[src/rtl/core/ial_pkg.sv]
// shared types for the indexed array list engine
// operation and status codes, sequencer states and the result bundle
package ial_pkg;

  typedef enum logic [2:0] {
    OP_INSERT  = 3'd0,
    OP_DELETE  = 3'd1,
    OP_REVERSE = 3'd2,
    OP_SEARCH  = 3'd3,
    OP_READ    = 3'd4
  } op_t;

  typedef enum logic [1:0] {
    ST_OK    = 2'd0,
    ST_FULL  = 2'd1,
    ST_RANGE = 2'd2
  } status_t;

  typedef enum logic [3:0] {
    S_IDLE,
    S_SHUP,
    S_INSW,
    S_SHDN,
    S_SRCH,
    S_RD1,
    S_RD2,
    S_REVR,
    S_REVW1,
    S_REVW2,
    S_DONE
  } state_t;

  typedef struct packed {
    status_t     status;
    logic [31:0] read_value;
    logic        found;
    logic [5:0]  found_index;
    logic [6:0]  count;
  } res_t;

endpackage

[src/rtl/core/ial_ram.sv]
// element store: one write port, two registered read ports
// no dependencies
module ial_ram #(
  parameter int DEPTH = 64,
  parameter int WIDTH = 32,
  parameter int AW    = 6
) (
  input  logic             clk,
  input  logic             we,
  input  logic [AW-1:0]    waddr,
  input  logic [WIDTH-1:0] wdata,
  input  logic             re,
  input  logic [AW-1:0]    raddr_a,
  input  logic [AW-1:0]    raddr_b,
  output logic [WIDTH-1:0] rdata_a,
  output logic [WIDTH-1:0] rdata_b
);

  logic [WIDTH-1:0] mem [DEPTH];

  always_ff @(posedge clk) begin
    if (we) begin
      mem[waddr] <= wdata;
    end
  end

  always_ff @(posedge clk) begin
    if (re) begin
      rdata_a <= mem[raddr_a];
      rdata_b <= mem[raddr_b];
    end
  end

endmodule

[src/rtl/core/ial_seq.sv]
// operation sequencer: walks the element store one entry per cycle
// uses ial_pkg; drives the ports of ial_ram
module ial_seq #(
  parameter int CAPACITY   = 64,
  parameter int ELEM_WIDTH = 32,
  parameter int AW         = 6,
  parameter int LW         = 7
) (
  input  logic                  clk,
  input  logic                  rst_n,
  input  logic                  in_valid,
  output logic                  in_ready,
  input  logic [2:0]            in_op,
  input  logic [6:0]            in_position,
  input  logic [31:0]           in_value,
  output logic                  res_valid,
  input  logic                  res_ready,
  output ial_pkg::res_t         res,
  output logic                  we,
  output logic [AW-1:0]         waddr,
  output logic [ELEM_WIDTH-1:0] wdata,
  output logic                  re,
  output logic [AW-1:0]         raddr_a,
  output logic [AW-1:0]         raddr_b,
  input  logic [ELEM_WIDTH-1:0] rdata_a,
  input  logic [ELEM_WIDTH-1:0] rdata_b
);
  import ial_pkg::*;

  localparam int CW = (LW > 7) ? LW : 7;

  state_t                state_r, state_nxt;
  logic [LW-1:0]         length_r, length_nxt;
  logic [AW-1:0]         ptr_r, ptr_nxt;
  logic [AW-1:0]         hi_r, hi_nxt;
  logic [AW-1:0]         paddr_r, paddr_nxt;
  logic [AW-1:0]         pos_r, pos_nxt;
  logic                  more_r, more_nxt;
  logic                  pend_r, pend_nxt;
  logic [ELEM_WIDTH-1:0] val_r, val_nxt;
  status_t               status_r, status_nxt;
  logic [31:0]           rd_r, rd_nxt;
  logic                  found_r, found_nxt;
  logic [5:0]            fidx_r, fidx_nxt;
  logic [CW-1:0]         pos_c;
  logic [CW-1:0]         len_c;
  logic [AW-1:0]         last_addr;

  assign pos_c     = CW'(in_position);
  assign len_c     = CW'(length_r);
  assign last_addr = AW'(length_r - 1'b1);

  always_ff @(posedge clk) begin
    if (!rst_n) begin
      state_r  <= S_IDLE;
      length_r <= '0;
      more_r   <= 1'b0;
      pend_r   <= 1'b0;
    end else begin
      state_r  <= state_nxt;
      length_r <= length_nxt;
      more_r   <= more_nxt;
      pend_r   <= pend_nxt;
    end
  end

  always_ff @(posedge clk) begin
    ptr_r    <= ptr_nxt;
    hi_r     <= hi_nxt;
    paddr_r  <= paddr_nxt;
    pos_r    <= pos_nxt;
    val_r    <= val_nxt;
    status_r <= status_nxt;
    rd_r     <= rd_nxt;
    found_r  <= found_nxt;
    fidx_r   <= fidx_nxt;
  end

  always_comb begin
    state_nxt  = state_r;
    length_nxt = length_r;
    ptr_nxt    = ptr_r;
    hi_nxt     = hi_r;
    paddr_nxt  = paddr_r;
    pos_nxt    = pos_r;
    more_nxt   = more_r;
    pend_nxt   = pend_r;
    val_nxt    = val_r;
    status_nxt = status_r;
    rd_nxt     = rd_r;
    found_nxt  = found_r;
    fidx_nxt   = fidx_r;
    we         = 1'b0;
    waddr      = '0;
    wdata      = '0;
    re         = 1'b0;
    raddr_a    = ptr_r;
    raddr_b    = hi_r;
    in_ready   = 1'b0;
    res_valid  = 1'b0;

    case (state_r)
      S_IDLE: begin
        in_ready = 1'b1;
        if (in_valid) begin
          status_nxt = ST_OK;
          rd_nxt     = '0;
          found_nxt  = 1'b0;
          fidx_nxt   = '0;
          pos_nxt    = AW'(in_position);
          val_nxt    = ELEM_WIDTH'(in_value);
          pend_nxt   = 1'b0;
          more_nxt   = 1'b1;
          case (in_op)
            OP_INSERT: begin
              if (len_c >= CW'(CAPACITY)) begin
                status_nxt = ST_FULL;
                state_nxt  = S_DONE;
              end else if (pos_c > len_c) begin
                status_nxt = ST_RANGE;
                state_nxt  = S_DONE;
              end else if (pos_c == len_c) begin
                state_nxt = S_INSW;
              end else begin
                ptr_nxt   = last_addr;
                state_nxt = S_SHUP;
              end
            end
            OP_DELETE: begin
              if (pos_c >= len_c) begin
                status_nxt = ST_RANGE;
                state_nxt  = S_DONE;
              end else if (CW'(pos_c + 1'b1) == len_c) begin
                length_nxt = LW'(length_r - 1'b1);
                state_nxt  = S_DONE;
              end else begin
                ptr_nxt   = AW'(AW'(in_position) + 1'b1);
                state_nxt = S_SHDN;
              end
            end
            OP_REVERSE: begin
              if (length_r > LW'(1)) begin
                ptr_nxt   = '0;
                hi_nxt    = last_addr;
                state_nxt = S_REVR;
              end else begin
                state_nxt = S_DONE;
              end
            end
            OP_SEARCH: begin
              if (length_r == '0) begin
                state_nxt = S_DONE;
              end else begin
                ptr_nxt   = '0;
                state_nxt = S_SRCH;
              end
            end
            OP_READ: begin
              if (pos_c >= len_c) begin
                status_nxt = ST_RANGE;
                state_nxt  = S_DONE;
              end else begin
                ptr_nxt   = AW'(in_position);
                state_nxt = S_RD1;
              end
            end
            default: begin
              status_nxt = ST_RANGE;
              state_nxt  = S_DONE;
            end
          endcase
        end
      end
      S_SHUP: begin
        if (pend_r) begin
          we    = 1'b1;
          waddr = AW'(paddr_r + 1'b1);
          wdata = rdata_a;
        end
        if (more_r) begin
          re        = 1'b1;
          pend_nxt  = 1'b1;
          paddr_nxt = ptr_r;
          if (ptr_r == pos_r) begin
            more_nxt = 1'b0;
          end else begin
            ptr_nxt = AW'(ptr_r - 1'b1);
          end
        end else begin
          pend_nxt  = 1'b0;
          state_nxt = S_INSW;
        end
      end
      S_INSW: begin
        we         = 1'b1;
        waddr      = pos_r;
        wdata      = val_r;
        length_nxt = LW'(length_r + 1'b1);
        state_nxt  = S_DONE;
      end
      S_SHDN: begin
        if (pend_r) begin
          we    = 1'b1;
          waddr = AW'(paddr_r - 1'b1);
          wdata = rdata_a;
        end
        if (more_r) begin
          re        = 1'b1;
          pend_nxt  = 1'b1;
          paddr_nxt = ptr_r;
          if (ptr_r == last_addr) begin
            more_nxt = 1'b0;
          end else begin
            ptr_nxt = AW'(ptr_r + 1'b1);
          end
        end else begin
          pend_nxt   = 1'b0;
          length_nxt = LW'(length_r - 1'b1);
          state_nxt  = S_DONE;
        end
      end
      S_SRCH: begin
        if (pend_r && (rdata_a == val_r)) begin
          found_nxt = 1'b1;
          fidx_nxt  = 6'(paddr_r);
          pend_nxt  = 1'b0;
          state_nxt = S_DONE;
        end else if (more_r) begin
          re        = 1'b1;
          pend_nxt  = 1'b1;
          paddr_nxt = ptr_r;
          if (ptr_r == last_addr) begin
            more_nxt = 1'b0;
          end else begin
            ptr_nxt = AW'(ptr_r + 1'b1);
          end
        end else begin
          pend_nxt  = 1'b0;
          state_nxt = S_DONE;
        end
      end
      S_RD1: begin
        re        = 1'b1;
        state_nxt = S_RD2;
      end
      S_RD2: begin
        rd_nxt    = 32'(rdata_a);
        state_nxt = S_DONE;
      end
      S_REVR: begin
        re        = 1'b1;
        state_nxt = S_REVW1;
      end
      S_REVW1: begin
        we        = 1'b1;
        waddr     = ptr_r;
        wdata     = rdata_b;
        state_nxt = S_REVW2;
      end
      S_REVW2: begin
        we      = 1'b1;
        waddr   = hi_r;
        wdata   = rdata_a;
        ptr_nxt = AW'(ptr_r + 1'b1);
        hi_nxt  = AW'(hi_r - 1'b1);
        // next pair is read while the upper half of this one is written
        if (LW'(LW'(hi_r) - LW'(ptr_r)) > LW'(2)) begin
          re        = 1'b1;
          raddr_a   = AW'(ptr_r + 1'b1);
          raddr_b   = AW'(hi_r - 1'b1);
          state_nxt = S_REVW1;
        end else begin
          state_nxt = S_DONE;
        end
      end
      S_DONE: begin
        res_valid = 1'b1;
        if (res_ready) begin
          state_nxt = S_IDLE;
        end
      end
      default: begin
        state_nxt = S_IDLE;
      end
    endcase
  end

  always_comb begin
    res.status      = status_r;
    res.read_value  = rd_r;
    res.found       = found_r;
    res.found_index = fidx_r;
    res.count       = 7'(length_r);
  end

endmodule

[src/rtl/core/indexed_array_list_engine.sv]
// indexed array list engine: top level with result register
// uses ial_pkg, ial_seq and ial_ram
//
//  channel | direction | ports                                          | beat
//  in      | input     | in_op, in_position, in_value                   | in_valid & in_ready
//  out     | output    | out_status, out_read_value, out_found,          | out_valid & out_ready
//          |           | out_found_index, out_count                     |
//
// one beat at a time: insert and delete shift the entries behind the position, read looks up one entry
// search walks up from index 0 and stops at the first match; reverse swaps entries pairwise from both ends
// rejected beats, inserts at the end, deletes of the last entry, a reverse of under two entries
// and a search of an empty list skip the walk; the single-write-port store is walked one entry a cycle
// rst_n clears the list length and control; element contents are not cleared
// a finished result waits in the output register while the next beat is taken
module indexed_array_list_engine #(
  parameter int CAPACITY   = 64,
  parameter int ELEM_WIDTH = 32
) (
  input  logic        clk,
  input  logic        rst_n,
  input  logic        in_valid,
  output logic        in_ready,
  input  logic [2:0]  in_op,
  input  logic [6:0]  in_position,
  input  logic [31:0] in_value,
  output logic        out_valid,
  input  logic        out_ready,
  output logic [1:0]  out_status,
  output logic [31:0] out_read_value,
  output logic        out_found,
  output logic [5:0]  out_found_index,
  output logic [6:0]  out_count
);
  import ial_pkg::*;

  localparam int AW = $clog2(CAPACITY);
  localparam int LW = $clog2(CAPACITY + 1);

  res_t                  res;
  logic                  res_valid;
  logic                  res_ready;
  logic                  we;
  logic [AW-1:0]         waddr;
  logic [ELEM_WIDTH-1:0] wdata;
  logic                  re;
  logic [AW-1:0]         raddr_a;
  logic [AW-1:0]         raddr_b;
  logic [ELEM_WIDTH-1:0] rdata_a;
  logic [ELEM_WIDTH-1:0] rdata_b;
  logic                  out_valid_r, out_valid_nxt;
  res_t                  out_res_r, out_res_nxt;

  ial_seq #(
    .CAPACITY  (CAPACITY),
    .ELEM_WIDTH(ELEM_WIDTH),
    .AW        (AW),
    .LW        (LW)
  ) u_seq (
    .clk        (clk),
    .rst_n      (rst_n),
    .in_valid   (in_valid),
    .in_ready   (in_ready),
    .in_op      (in_op),
    .in_position(in_position),
    .in_value   (in_value),
    .res_valid  (res_valid),
    .res_ready  (res_ready),
    .res        (res),
    .we         (we),
    .waddr      (waddr),
    .wdata      (wdata),
    .re         (re),
    .raddr_a    (raddr_a),
    .raddr_b    (raddr_b),
    .rdata_a    (rdata_a),
    .rdata_b    (rdata_b)
  );

  ial_ram #(
    .DEPTH(CAPACITY),
    .WIDTH(ELEM_WIDTH),
    .AW   (AW)
  ) u_ram (
    .clk    (clk),
    .we     (we),
    .waddr  (waddr),
    .wdata  (wdata),
    .re     (re),
    .raddr_a(raddr_a),
    .raddr_b(raddr_b),
    .rdata_a(rdata_a),
    .rdata_b(rdata_b)
  );

  assign res_ready = !out_valid_r || out_ready;

  always_comb begin
    out_valid_nxt = out_valid_r;
    out_res_nxt   = out_res_r;
    if (out_valid_r && out_ready) begin
      out_valid_nxt = 1'b0;
    end
    if (res_valid && res_ready) begin
      out_valid_nxt = 1'b1;
      out_res_nxt   = res;
    end
  end

  always_ff @(posedge clk) begin
    if (!rst_n) begin
      out_valid_r <= 1'b0;
    end else begin
      out_valid_r <= out_valid_nxt;
    end
  end

  always_ff @(posedge clk) begin
    out_res_r <= out_res_nxt;
  end

  assign out_valid       = out_valid_r;
  assign out_status      = out_res_r.status;
  assign out_read_value  = out_res_r.read_value;
  assign out_found       = out_res_r.found;
  assign out_found_index = out_res_r.found_index;
  assign out_count       = out_res_r.count;

endmodule

[config.mk]
export PLATFORM = sky130hd
export DESIGN_NAME = indexed_array_list_engine
export DESIGN_NICKNAME = d
export VERILOG_FILES = /design/src/rtl/core/ial_pkg.sv /design/src/rtl/core/ial_ram.sv /design/src/rtl/core/ial_seq.sv /design/src/rtl/core/indexed_array_list_engine.sv
export SDC_FILE = /design/constraint.sdc
export NUM_CORES = 2
export LEC_CHECK = 0
export BUFFER_PORTS_ARGS = -buffer_cell sky130_fd_sc_hd__buf_2
export CORE_ASPECT_RATIO = 1.2
export CORE_MARGIN = 5
export CORE_UTILIZATION = 60
export DETAILED_ROUTE_END_ITERATION = 12
export HOLD_SLACK_MARGIN = 0.08
export PLACE_DENSITY_LB_ADDON = 0.15
export SLEW_MARGIN = 5
export SYNTH_ARGS = -nofsm -noshare
export SYNTH_HDL_FRONTEND = slang
export SYNTH_HIERARCHICAL = 1
export SYNTH_SLANG_ARGS = --single-unit
export TNS_END_PERCENT = 50
[constraint.sdc]
create_clock -name clk -period 5.1 [get_ports clk]
set_input_delay 0.255 -clock clk [delete_from_list [all_inputs] [get_ports clk]]
set_output_delay 0.255 -clock clk [all_outputs]
set_load 0.02 [all_outputs]
==> metrics.cfg <==
[routing]
drc=0
vias=61037
ant_nets=0
viasPerCell=7.526
route.met3.wl_um=46150
wl_met1_um=107800
drtPass1Iterations=6
drt-initial-drc-count=9237
highest_layer=met5
avgRoutedWirePerCell_um=39.79
dr_wl_met2_um=150600
drt_wl_total_um=322700

[sta]
period_minus_slack_ns=5.052
drv_slew=0
worstMarginPinSlew_ns=1.306
clock_skew_ns=0.04421
setup_viol=0
hold_viol_final=0
whs_ns=0.1624
fmax_ghz=0.1979
finalWorstSetupSlack_ns=0.04791
timing.final.crit_share_pct=99.06
slew_headroom_pct=12.42
rsz0062_at_grt=yes

[synthesis]
syn-instance-count=5241
ys_types=76
synthTopCellsByArea=edfxtp_1 64%, mux4_2 24%, mux2i_1 2.6%, clkbuf_1 0.65%, a22oi_1 0.62%
synth_compound_area_share_pct=3.127
seq_area_frac_synth_pct=64.72
synth_top_area_share_pct=64.46
synth-edff-count=2257
async_reset_ff_share_pct=0
avgSynthCellArea_sq_um=20.06
synth_top_family_by_area=multiplexers
mappedNetlistArea_sq_mm=0.1052
muxShareOfSynthArea_pct=26.54
yosysTopAreaCell=edfxtp_1
yosysWarnings=6
ys_seq_elements=2271
synthesis.nets=5311
synthAdderAreaFrac_pct=0.2927
synth_simple_gate_area_share_pct=2.512
yosys_most_used_dff=edfxtp_1
synthXorXnorAreaFrac_pct=0.6414

[power_and_ir_drop]
leakage_nw=39.21
vdd_drop_max_v=0.0005200
p_total_w=0.06719
pwr_density_cell_mw_per_mm2=562.0

[job]
drv_cap=0

[worst_setup_path]
critical_path_class=reg -> reg
end_kind=flop
r2r_cells=17
r2r_end=u_ram/rdata_a[16]$_DFFE_PP_
path_max_fanout=13
required_ns=5.68
critPathArrivalTime_ns=5.63
critPathLaunchType=flop
regToRegSetupSlack_ns=0.05
r2r-start=u_seq/ptr_r[4]$_DFFE_PP_

[clock_tree]
cts_tree=built
cts_buffer_depth=3
insertion_delay_ns=0.88
root_buffer=clkbuf_16
htreeDepth=4
clk_pin_slew_ns=0.07
cts_buffers=214
cts_setup_buffers=0
clkSinkCount=2271

[grt]
grt_first_pass_wirelength_um=456900
grt_max_degree=101
grt_pass1_vias=61499
track_usage_pct=35.62
grt-ovfl-total=0
antenna_found_initial=9

[layout]
multi_input_area_sq_mm=0.03551
nets=5700
area_delta_synth_final_pct=13.71
finish.utilization_pct=68.53
num-fill-cells=10757
instances_no_fill=8110
drive_gt1_share_pct=35.28
regArea_sq_mm=0.06806

[die]
die_x_um=392.2
core_sq_mm=0.1745
initial_core_util_pct=60.27
rows=168
dieArea_sq_mm=0.1838
dieHeight_um=468.6
io_pins=96

[min_path]
hold_path_depth=2
hold_class=in -> reg
hold_start=in_value[15]
hold_path_end=u_seq/val_r[15]$_DFFE_PP_

[placement]
hpwl_um=199100
pre_cts_ws_ns=-0.002239
port_buffers=95
routabilityCongestion=0.9106
dp.cells=7633

[status]
outcome=completed

## cell usage in the layout (no fill, tap or decap), types with 56 or more instances in the layout
cell	instances
buf_2	95
mux2i_1	268
inv_1	56
nor2_4	65
buf_12	133
mux4_2	1120
clkbuf_16	218
edfxtp_1	2257
a22oi_1	87
o21ai_0	62
nand2_1	112
buf_4	276
dlygate4sd3_1	76
a21oi_1	101
nor2_1	95
## sequential cells by signal, summed over array words and instances (netlist names), 7 cells and up
signal	count
out_read_value	32
u_seq/len_c	7
u_ram/rdata_b	32
u_ram/mem	2048
u_seq/rd_r	32
u_seq/val_r	32
out_count	7
u_ram/rdata_a	32
## worst max-delay path by stage
stage | startpoint | to | slack, ns
final | u_seq/ptr_r[4]$_DFFE_PP_ | u_ram/rdata_a[16]$_DFFE_PP_ | 0.05
after global routing | u_seq/ptr_r[4]$_DFFE_PP_ | u_ram/rdata_a[24]$_DFFE_PP_ | -0.03
after CTS | u_seq/ptr_r[4]$_DFFE_PP_ | u_ram/rdata_a[2]$_DFFE_PP_ | 0.001
after detailed placement | u_seq/ptr_r[4]$_DFFE_PP_ | u_ram/rdata_a[5]$_DFFE_PP_ | -0.002
after global placement | u_seq/ptr_r[4]$_DFFE_PP_ | u_ram/rdata_a[27]$_DFFE_PP_ | -0.07
after floorplan | u_seq/state_r[1]$_SDFFE_PN0P_ | u_ram/rdata_a[0]$_DFFE_PP_ | 0.41
## cells by family (layout without fill, tap and decap cells)
family	count (synthesis)	after routing
compound gates	471	471
xor+xnor	77	77
fa+ha+maj	24	24
buf+inv	475	1044
flops	2271	2271
mux	1388	1388
other cells	0	5
simple gates	535	535
## area by class of cell
class | count | area share [%]
Timing Repair Buffer | 582 | 5.013
Sequential cell | 2271 | 56.92
Antenna cell | 5 | 0.01046
Multi-Input combinational cell | 2495 | 29.70
Tap cell | 2295 | 2.402
Inverter | 66 | 0.2114
Clock buffer | 272 | 4.732
Clock inverter | 124 | 1.012
## timing repair
action | in CTS | in global routing
setup endpoints to repair | 2 | 6
resized for setup | 2 | 9
pin swaps | 0 | 0
endpoints found under the hold margin | 73 | 0
hold buffers | 76 | 0
## critical path, stage by stage, from the launching register on
cell and delay (ns):
edfxtp_1 0.40, inv_1 0.11, ha_1 0.27, or4b_2 0.67, mux2i_1 0.14, o2111ai_1 0.16
and2_0 0.20, buf_4 0.18, buf_4 0.18, nand2_1 0.11, xnor2_2 0.10, buf_4 0.22
inv_4 0.41, buf_4 0.51, mux2i_1 0.28, mux2i_1 0.11, a21oi_1 0.55, nor2_1 0.12
## through the flow
| stage | TNS, ns | cell area (sq um) |
|---|---|---|
| 6_report | 0 | 119600 |
| 3_3_place_gp | -0.1375 | 111900 |
| 5_1_grt | -0.03423 | 119600 |
| 2_1_floorplan | 0 | 105200 |
| 4_1_cts | 0 | 119500 |
| 3_5_place_dp | -0.002239 | 111900 |
## report_power, final
part           total, W  internal [W]  switching (W)
Sequential       0.0249        0.0242       0.000677
Combinational    0.0264        0.0111         0.0153
Clock            0.0159       0.00890        0.00700
## cell usage after synthesis, drive strengths merged (21+ instances only)
library cell,instances
a21oi,104
a221oi,32
a222oi,38
a22oi,87
and2,46
buf,226
clkbuf,183
edfxtp,2257
ha,23
inv,65
mux2i,268
mux4,1120
nand2,112
nand3,21
nor2,163
nor2b,27
nor3,54
o21ai,65
o22ai,44
xnor2,56
xor2,21
## layer usage
| metal | global-route usage [%] | up-vias |
|---|---|---|
| met1 | 47.09 | 31973 |
| met4 | 16.11 | 6 |
| li1 | - | 23416 |
| met2 | 55.08 | 4710 |
| met5 | 0 | - |
| met3 | 11.54 | 932 |
Power figures use the tool's default switching activity.
